**src/rtl/core/cdsr_pkg.sv**
```systemverilog
// Shared definitions for the byte deque search/replace unit.
// Operation and status codes and the cell control structs; no dependencies.
package cdsr_pkg;

    // operation codes carried in s_axis_tuser
    localparam logic [2:0] KIND_APPEND    = 3'd0;
    localparam logic [2:0] KIND_TAKE_HEAD = 3'd1;
    localparam logic [2:0] KIND_TAKE_TAIL = 3'd2;
    localparam logic [2:0] KIND_PEEK_HEAD = 3'd3;
    localparam logic [2:0] KIND_PEEK_TAIL = 3'd4;
    localparam logic [2:0] KIND_REPLACE   = 3'd5;
    localparam logic [2:0] KIND_REMOVE    = 3'd6;

    // result status codes
    localparam logic [1:0] ST_OK       = 2'd0;
    localparam logic [1:0] ST_EMPTY    = 2'd1;
    localparam logic [1:0] ST_NOTFOUND = 2'd2;
    localparam logic [1:0] ST_FULL     = 2'd3;

    // operation broadcast to every cell
    typedef struct packed {
        logic       fire;
        logic [2:0] kind;
        logic [7:0] value;
        logic [7:0] replacement;
    } cell_ctl_t;

    // per-cell position relative to the current fill level
    typedef struct packed {
        logic valid;     // cell holds an entry
        logic at_count;  // first free cell
        logic is_tail;   // newest entry
    } cell_pos_t;

endpackage

```
**src/rtl/core/char_deque_search_replace_unit.sv**
```systemverilog
// Top level of the byte deque with search/replace: a chain of entry cells plus
// fill counter and a registered result beat. Depends on cdsr_pkg and cdsr_cell.
//
// Byte deque with append, take/peek at either end, replace-all-by-value and
// remove-first-by-value. Each input beat gives exactly one result beat. The
// unit accepts one beat per clock while the result side keeps taking: the
// operation is applied to the cell chain in the accepting cycle and its result
// lands in the output register in the cycle after. Input ready is low only
// while a result is held and not taken. The clock limit is set by the
// first-match ripple that runs through all DEPTH cells for replace and remove,
// plus the tail select.
// Entry contents are not cleared by reset; only the fill count and the result valid flag are.
module char_deque_search_replace_unit #(
    parameter int DEPTH = 16
) (
    input  logic        clk,
    input  logic        rst_n,
    input  logic        s_axis_tvalid,
    output logic        s_axis_tready,
    input  logic [15:0] s_axis_tdata,   // [7:0] value, [15:8] replacement
    input  logic [2:0]  s_axis_tuser,   // [2:0] kind
    output logic        m_axis_tvalid,
    input  logic        m_axis_tready,
    // [7:0] data, [9:8] status, [9+LEN_W:10] length, zero padding above
    output logic [((10 + $clog2(DEPTH + 1) + 7) / 8) * 8 - 1:0] m_axis_tdata
);
    import cdsr_pkg::*;

    localparam int LEN_W = $clog2(DEPTH + 1);
    localparam int OUT_W = ((10 + LEN_W + 7) / 8) * 8;
    localparam int PAD_W = OUT_W - 10 - LEN_W;

    logic [LEN_W-1:0] count_reg;
    logic [LEN_W-1:0] count_next;
    logic             out_valid_reg;
    logic [7:0]       out_data_reg;
    logic [7:0]       out_data_next;
    logic [1:0]       out_status_reg;
    logic [1:0]       out_status_next;
    logic [LEN_W-1:0] out_len_reg;

    logic             accept;
    logic             empty;
    logic             full;
    logic             found;
    logic [7:0]       tail_sel;

    cell_ctl_t        ctl;
    cell_pos_t        pos       [DEPTH];
    logic [7:0]       cell_data [DEPTH];
    logic [7:0]       cell_tail [DEPTH];
    logic [DEPTH:0]   prefix;

    assign s_axis_tready = !out_valid_reg || m_axis_tready;
    assign accept        = s_axis_tvalid && s_axis_tready;
    assign empty         = (count_reg == '0);
    assign full          = (count_reg == LEN_W'(DEPTH));

    assign ctl.fire        = accept;
    assign ctl.kind        = s_axis_tuser;
    assign ctl.value       = s_axis_tdata[7:0];
    assign ctl.replacement = s_axis_tdata[15:8];

    // cell chain
    assign prefix[0] = 1'b0;
    genvar gi;
    generate
        for (gi = 0; gi < DEPTH; gi++)
        begin : g_cell
            assign pos[gi].valid    = (LEN_W'(gi) < count_reg);
            assign pos[gi].at_count = (count_reg == LEN_W'(gi));
            assign pos[gi].is_tail  = (count_reg == LEN_W'(gi + 1));

            cdsr_cell u_cell (
                .clk        (clk),
                .ctl        (ctl),
                .pos        (pos[gi]),
                .nbr_data   (cell_data[(gi + 1 < DEPTH) ? gi + 1 : gi]),
                .prefix_in  (prefix[gi]),
                .data       (cell_data[gi]),
                .tail_data  (cell_tail[gi]),
                .prefix_out (prefix[gi + 1])
            );
        end
    endgenerate

    assign found = prefix[DEPTH];

    // tail byte: only the tail cell drives a nonzero value
    always_comb
    begin
        tail_sel = 8'd0;
        for (int i = 0; i < DEPTH; i++)
            tail_sel = tail_sel | cell_tail[i];
    end

    // result and fill count for the accepted beat
    always_comb
    begin
        count_next      = count_reg;
        out_data_next   = 8'd0;
        out_status_next = ST_OK;
        case (s_axis_tuser)
            KIND_APPEND:
            begin
                if (full)
                    out_status_next = ST_FULL;
                else
                    count_next = count_reg + LEN_W'(1);
            end
            KIND_TAKE_HEAD, KIND_PEEK_HEAD:
            begin
                if (empty)
                    out_status_next = ST_EMPTY;
                else
                begin
                    out_data_next = cell_data[0];
                    if (s_axis_tuser == KIND_TAKE_HEAD)
                        count_next = count_reg - LEN_W'(1);
                end
            end
            KIND_TAKE_TAIL, KIND_PEEK_TAIL:
            begin
                if (empty)
                    out_status_next = ST_EMPTY;
                else
                begin
                    out_data_next = tail_sel;
                    if (s_axis_tuser == KIND_TAKE_TAIL)
                        count_next = count_reg - LEN_W'(1);
                end
            end
            KIND_REPLACE:
            begin
                if (!found)
                    out_status_next = ST_NOTFOUND;
            end
            KIND_REMOVE:
            begin
                if (!found)
                    out_status_next = ST_NOTFOUND;
                else
                    count_next = count_reg - LEN_W'(1);
            end
            default:
            begin
                count_next = count_reg;
            end
        endcase
    end

    // control state
    always_ff @(posedge clk or negedge rst_n)
    begin
        if (!rst_n)
        begin
            count_reg     <= '0;
            out_valid_reg <= 1'b0;
        end
        else
        begin
            if (accept)
            begin
                count_reg     <= count_next;
                out_valid_reg <= 1'b1;
            end
            else if (m_axis_tready)
            begin
                out_valid_reg <= 1'b0;
            end
        end
    end

    // result payload
    always_ff @(posedge clk)
    begin
        if (accept)
        begin
            out_data_reg   <= out_data_next;
            out_status_reg <= out_status_next;
            out_len_reg    <= count_next;
        end
    end

    assign m_axis_tvalid = out_valid_reg;
    generate
        if (PAD_W > 0)
        begin : g_pad
            assign m_axis_tdata = {{PAD_W{1'b0}}, out_len_reg, out_status_reg, out_data_reg};
        end
        else
        begin : g_nopad
            assign m_axis_tdata = {out_len_reg, out_status_reg, out_data_reg};
        end
    endgenerate

    // checks
    a_count_range: assert property (@(posedge clk) disable iff (!rst_n)
        count_reg <= LEN_W'(DEPTH))
        else $error("fill count above depth");

    a_full_len: assert property (@(posedge clk) disable iff (!rst_n)
        (out_valid_reg && out_status_reg == ST_FULL) |-> (out_len_reg == LEN_W'(DEPTH)))
        else $error("full status with store not full");

    a_empty_result: assert property (@(posedge clk) disable iff (!rst_n)
        (out_valid_reg && out_status_reg == ST_EMPTY)
            |-> (out_len_reg == '0 && out_data_reg == 8'd0))
        else $error("empty status with entries or data");

    a_no_overwrite: assert property (@(posedge clk) disable iff (!rst_n)
        accept |-> !(out_valid_reg && !m_axis_tready))
        else $error("beat accepted over a held result");

endmodule

```
**src/rtl/core/cdsr_cell.sv**
```systemverilog
// One entry cell of the deque chain: holds a byte, matches it, shifts toward head.
// Depends on cdsr_pkg.
module cdsr_cell (
    input  logic               clk,
    input  cdsr_pkg::cell_ctl_t ctl,
    input  cdsr_pkg::cell_pos_t pos,
    input  logic [7:0]         nbr_data,    // data of the next cell toward the tail
    input  logic               prefix_in,   // a match exists closer to the head
    output logic [7:0]         data,
    output logic [7:0]         tail_data,   // data when this is the tail, else zero
    output logic               prefix_out
);
    import cdsr_pkg::*;

    logic [7:0] data_reg;
    logic [7:0] data_next;
    logic       match;

    // match against the broadcast value, ripple the first-match flag
    assign match      = pos.valid && (data_reg == ctl.value);
    assign prefix_out = prefix_in | match;
    assign data       = data_reg;
    assign tail_data  = pos.is_tail ? data_reg : 8'd0;

    // next entry value
    always_comb
    begin
        data_next = data_reg;
        if (ctl.fire)
        begin
            case (ctl.kind)
                KIND_APPEND:
                begin
                    if (pos.at_count)
                        data_next = ctl.value;
                end
                KIND_TAKE_HEAD:
                begin
                    data_next = nbr_data;
                end
                KIND_REPLACE:
                begin
                    if (match)
                        data_next = ctl.replacement;
                end
                KIND_REMOVE:
                begin
                    if (prefix_out)
                        data_next = nbr_data;
                end
                default:
                begin
                    data_next = data_reg;
                end
            endcase
        end
    end

    // entry storage, no reset needed
    always_ff @(posedge clk)
    begin
        data_reg <= data_next;
    end

endmodule
```
**config.mk**
```make
export PLATFORM = sky130hd
export DESIGN_NAME = char_deque_search_replace_unit
export DESIGN_NICKNAME = d
export VERILOG_FILES = /design/src/rtl/core/cdsr_pkg.sv /design/src/rtl/core/char_deque_search_replace_unit.sv /design/src/rtl/core/cdsr_cell.sv
export SDC_FILE = /design/constraint.sdc
export NUM_CORES = 1
export LEC_CHECK = 0
export ABC_AREA = 1
export BUFFER_PORTS_ARGS = -buffer_cell sky130_fd_sc_hd__buf_2
export CAP_MARGIN = 20
export CORE_MARGIN = 5
export CORE_UTILIZATION = 64
export DETAILED_ROUTE_END_ITERATION = 12
export GPL_ROUTABILITY_DRIVEN = 1
export PLACE_DENSITY = 0.9
export SLEW_MARGIN = 25
export SYNTH_ARGS = -nofsm -noshare
export SYNTH_HDL_FRONTEND = slang
export SYNTH_HIERARCHICAL = 1
export SYNTH_SLANG_ARGS = --single-unit
```
**constraint.sdc**
```tcl
create_clock -name clk -period 4.3 [get_ports clk]
set_clock_uncertainty 0.2 [all_clocks]
set_input_delay 0.86 -clock clk [delete_from_list [all_inputs] [get_ports clk]]
set_output_delay 0.86 -clock clk [all_outputs]
set_load 0.1 [all_outputs]
```
; After elaboration in Yosys (flattened, before gate mapping)
; Cells that the tools add are included.
[word_totals]
ff_bits = 149
latchBits = 0
ram_bits = 0
mem_bits_ro = 0
out_inout_bits = 18
mem_count = 0
[classes]
addsub = 2
multipliers = 0
div_mod_pow = 0
order_cmp = 16
n_eq_ne = 85
shifts = 0
mux = 95
bitwise = 30
n_reduce_logical = 44
[op_table]
columns = operator, n
row1 = $mux 8, 65
row2 = $pmux 8 s4, 15
row3 = $eq 8x8->1, 16
row4 = $or 8x8->8, 15
row5 = $ne 2x1->1 const B, 46
row6 = $reduce_and 5->1, 15
row7 = $eq 5x4->1 const B, 8
row8 = $lt 4x5->1 const A, 8
row9 = $pmux 8 s2, 2
row10 = $mux 5, 6
row11 = $eq 5x3->1 const B, 4
row12 = $lt 3x5->1 const A, 4
row13 = $pmux 5 s4, 1
row14 = $logic_and 1x1->1, 17
row15 = $or 1x1->1, 15
row16 = $eq 5x2->1 const B, 2
row17 = $lt 1x5->1 const A, 2
row18 = $lt 2x5->1 const A, 2
row19 = $eq 3x3->1 const B, 3
row20 = $eq 3x2->1 const B, 2
row21 = $pmux 2 s3, 1
row22 = $reduce_or 2->1, 3
row23 = $add 5x1->5 const B, 1
row24 = $eq 5x1->1 const B, 1
row25 = 14 further kinds, 18

; Depth between registers and ports, before layout
[logic_depth]
ltp_word = 19
ltp_mapped = 49
ltp_nobuf = 48

; Cells and area by module
; The synthesis kept the hierarchy.
[modules_own_cells]
columns = module, instances, cells_each, area_per_inst_um2
row1 = cdsr_cell, 16, 97, 688.2
row2 = char_deque_search_replace_unit, 1, 309, 2028.2

; Least setup slack after synthesis
; OpenSTA, ideal clock, no wires.
[synth_path]
kind = reg-to-reg
startpoint = register count_reg[3]
endpoint = register out_len_reg[0] (data pin)
setup_ps = 255
arrival_time_ps = 3406
path_slack_ps = 439
path_stages_with_launch = 48
n_path_buf = 1
path_cell_list = dfrtp_1 buf_6 inv_2 nand2_2 nor2_1 inv_1 o21ai_0 inv_1 a21boi_2 nand2_1 nor2_2 nand3_2 nand2_2 inv_1 nand2_2 inv_1 nand2_2 inv_1 [12 not listed] nand2_2 inv_1 nand2_2 inv_1 nand2_2 inv_1 nand2_2 inv_1 nand2_2 inv_1 nand2_2 inv_1 nand2_1 nand3_1 nand2_1 inv_1 nand3_1 and2_1
[synth_rtl]
columns = item, line
row1 = start: declaration, char_deque_search_replace_unit.sv:33  ; logic [LEN_W-1:0] count_reg;
row2 = start signal: assignment, char_deque_search_replace_unit.sv:164  ; count_reg <= count_next;
row3 = end signal: assignment, char_deque_search_replace_unit.sv:181  ; out_len_reg <= count_next;
row4 = end: declaration, char_deque_search_replace_unit.sv:40  ; logic [LEN_W-1:0] out_len_reg;

==> results.txt <==
status -> finished clean
final worst path period share -> 95.0%
Synth Register Bits -> 149
GRT Overall Usage -> 35.4%
CTS tree -> done
1st-iter DRT viols -> 1694
Initial Util -> 64.6%
Layout Nets -> 2000
CP delay by family, top -> simple AND/OR/NAND/NOR gates
wire per inst -> 18.7 um
grt met2 use -> 58.0%
Setup TNS Final -> 0 ps
DRT Wirelength -> 42.3 mm
Die H -> 153 um
dominant cell type by area after synthesis -> edfxtp_1
Yosys warning total -> 6
Mapped Cells -> 1861
Crit Path Max Fanout -> 6
Die ar. -> 23300 sq um
Synth-to-Final Area Change -> 12.7%
Post-synth EDFFs -> 143
Critical Path AT -> 4070 ps
ys flop type -> edfxtp_1
initial antenna violation count -> 2
setup violators final -> 0
number of global-route vias before repair -> 13115
Most common cell on crit path -> nand2_2
grt ovf -> 0
Clock transition at path regs -> 60 ps
via count -> 13355
max_cap viols -> 0
Detail Route Antenna Nets -> 0
top-count cell post-synth -> nand2_1
row cnt -> 52
Async SR Flop Fraction -> 4.03%
slew of the pin with the lowest slew margin -> 974 ps
Crit path required time -> 4290 ps
Max Freq -> 0.245 GHz
share of post-route cells with drive strength above 1 -> 23.0%
library cells used by synthesis -> 34
Post-synth top cells -> 529 x nand2_1, 346 x inv_1, 143 x edfxtp_1, 128 x a22oi_1, 113 x o21ai_1
HPWL Detailed -> 31.3 mm
Clk Latency, worst-skew pair -> 440 ps
die width -> 153 um
PortBufs -> 39
endpoints failing hold -> 0
Slew headroom -> 34.5%
Final Util -> 72.9%
core box area -> 20200 sq um
grt met3 use -> 7.47%
pre-CTS setup slack -> -175 ps
Leak -> 0.00779 uW
power per cell area -> 360 nW/um^2
syn avg cell area -> 7.01 sq um
Worst Hold Class -> in2async
crit path max-delay cell type -> dfrtp_1
DRC errors left -> 0
area share of the largest cell type after synthesis -> 32.9%
TritonCTS buffer count -> 17
largest net degree at the start of global routing -> 39
maximum vdd ir drop -> 303 uV
num ports -> 41
number of fill cells -> 1554
Critical Path End Type -> flip-flop
Final Slew Violations -> 0
Startpoint Class -> flip-flop
Clock Tree Buf Depth -> 2
Setup WS post-layout -> 214 ps
Tmin final -> 4090 ps
CTS Sinks -> 149
# H-tree levels -> 4
synth top area cells -> edfxtp_1 33%, nand2_1 15%, inv_1 10%
WHS -> 48.1 ps
max incr delay on CP -> 410 ps
GRT busiest layer -> met2
WP buf/inv -> 18
path type of the worst setup path -> reg2reg
max reg flops -> 128
post-synthesis sequential area ratio -> 34.1%
clock root cell -> clkbuf_16
drt first pass iters -> 7
Syn Std Cell Area -> 13000 sq um
via/cell ratio -> 5.92
GR Util met1 -> 43.4%
first-pass GRT wire length -> 66.5 mm
gpl congestion -> 0.977
per-stage QoR:
step	instance area [sq um]	total power (uW)	std cells
final	14700	5290	2256
after global routing	14700	5500	2255
after CTS	14600	5180	2250
after detailed placement	14000	3620	2218
after global placement	14000	3590	2218
after floorplan	13000	3030	1862
cells in the final DEF, fill, tap and decap left out, types with 2 or more instances in the layout:
cell type / synthesis / layout
clkinv_2: 0 / 2
clkinvlp_4: 0 / 2
nand3_2: 35 / 37
edfxtp_1: 143 / 143
inv_1: 346 / 333
a31oi_1: 17 / 17
ha_1: 5 / 5
nand2_1: 529 / 529
a21boi_2: 16 / 17
inv_2: 86 / 98
nor4_1: 32 / 32
a21oi_1: 5 / 5
a21oi_2: 2 / 2
dfrtp_1: 6 / 5
nand4_1: 8 / 8
a22oi_1: 128 / 128
bufinv_16: 0 / 3
nor3_1: 2 / 2
nand3_1: 97 / 95
buf_12: 0 / 2
o21ai_2: 34 / 35
nor2_1: 62 / 61
nand2_2: 35 / 34
nor2_4: 18 / 19
buf_4: 2 / 75
buf_2: 4 / 38
o21ai_0: 11 / 10
clkbuf_8: 0 / 3
clkbuf_1: 16 / 4
clkbuf_16: 0 / 17
o21ai_1: 113 / 113
nand2_4: 17 / 18
conb_1: 1 / 2
nor2_2: 50 / 50
xor2_1: 32 / 32
kinds of logic after synthesis:
logic type / Yosys count / share of synthesized area [%]
flops: 149 / 34.1
simple gates: 886 / 32.6
xor+xnor: 33 / 2.22
fa+ha+maj: 5 / 0.480
buf+inv: 458 / 13.5
other cells: 1 / 0.0288
compound gates: 329 / 17.1
layer usage:
metal  up-vias  routed length [um]
li1       6240                   -
met1      6039               15500
met2       849               19500
met3       225                4570
met4         2                2680
met5         -                  13
repair_timing:
| item | CTS | global route |
|---|---|---|
| pin swaps | 0 | 7 |
| gates resized for setup | 1 | 24 |
| hold buffers | 0 | 0 |
| endpoints found under the setup margin | 1 | 19 |
| buffers inserted | 0 | 5 |
path summary, 6_finish.rpt:
check / startpoint / endpoint / cells after the start / slack [ps]
worst min register to register: m_axis_tvalid / m_axis_tvalid / 2 / 330
worst max register to register: count_reg[2] / out_len_reg[0] / 45 / 210
worst min-delay path: rst_n / count_reg[0] / 1 / 50
min in group clk: m_axis_tvalid / m_axis_tvalid / 2 / 330
max in group asynchronous: rst_n / count_reg[1] / 1 / 3670
worst max-delay path: count_reg[2] / out_len_reg[0] / 45 / 210
report_power, final:
part,leakage [uW],switching [uW],internal [uW],total (uW)
Combinational,0.00610,1290,591,1880
Sequential,0.00140,92.3,1730,1830
Clock,0.000291,623,960,1580
final cells by class:
| type | count | area, sq um | share of cell area [%] |
|---|---|---|---|
| multi-input combinational | 1255 | 6870 | 46.7 |
| sequential | 149 | 4450 | 30.3 |
| inverter | 432 | 1620 | 11.1 |
| timing repair buffer | 117 | 812 | 5.53 |
| clock buffer | 24 | 482 | 3.28 |
| tap | 270 | 338 | 2.30 |
| clock inverter | 8 | 124 | 0.843 |
| antenna | 1 | 2.50 | 0.0170 |
Power figures use the tool's default switching activity.
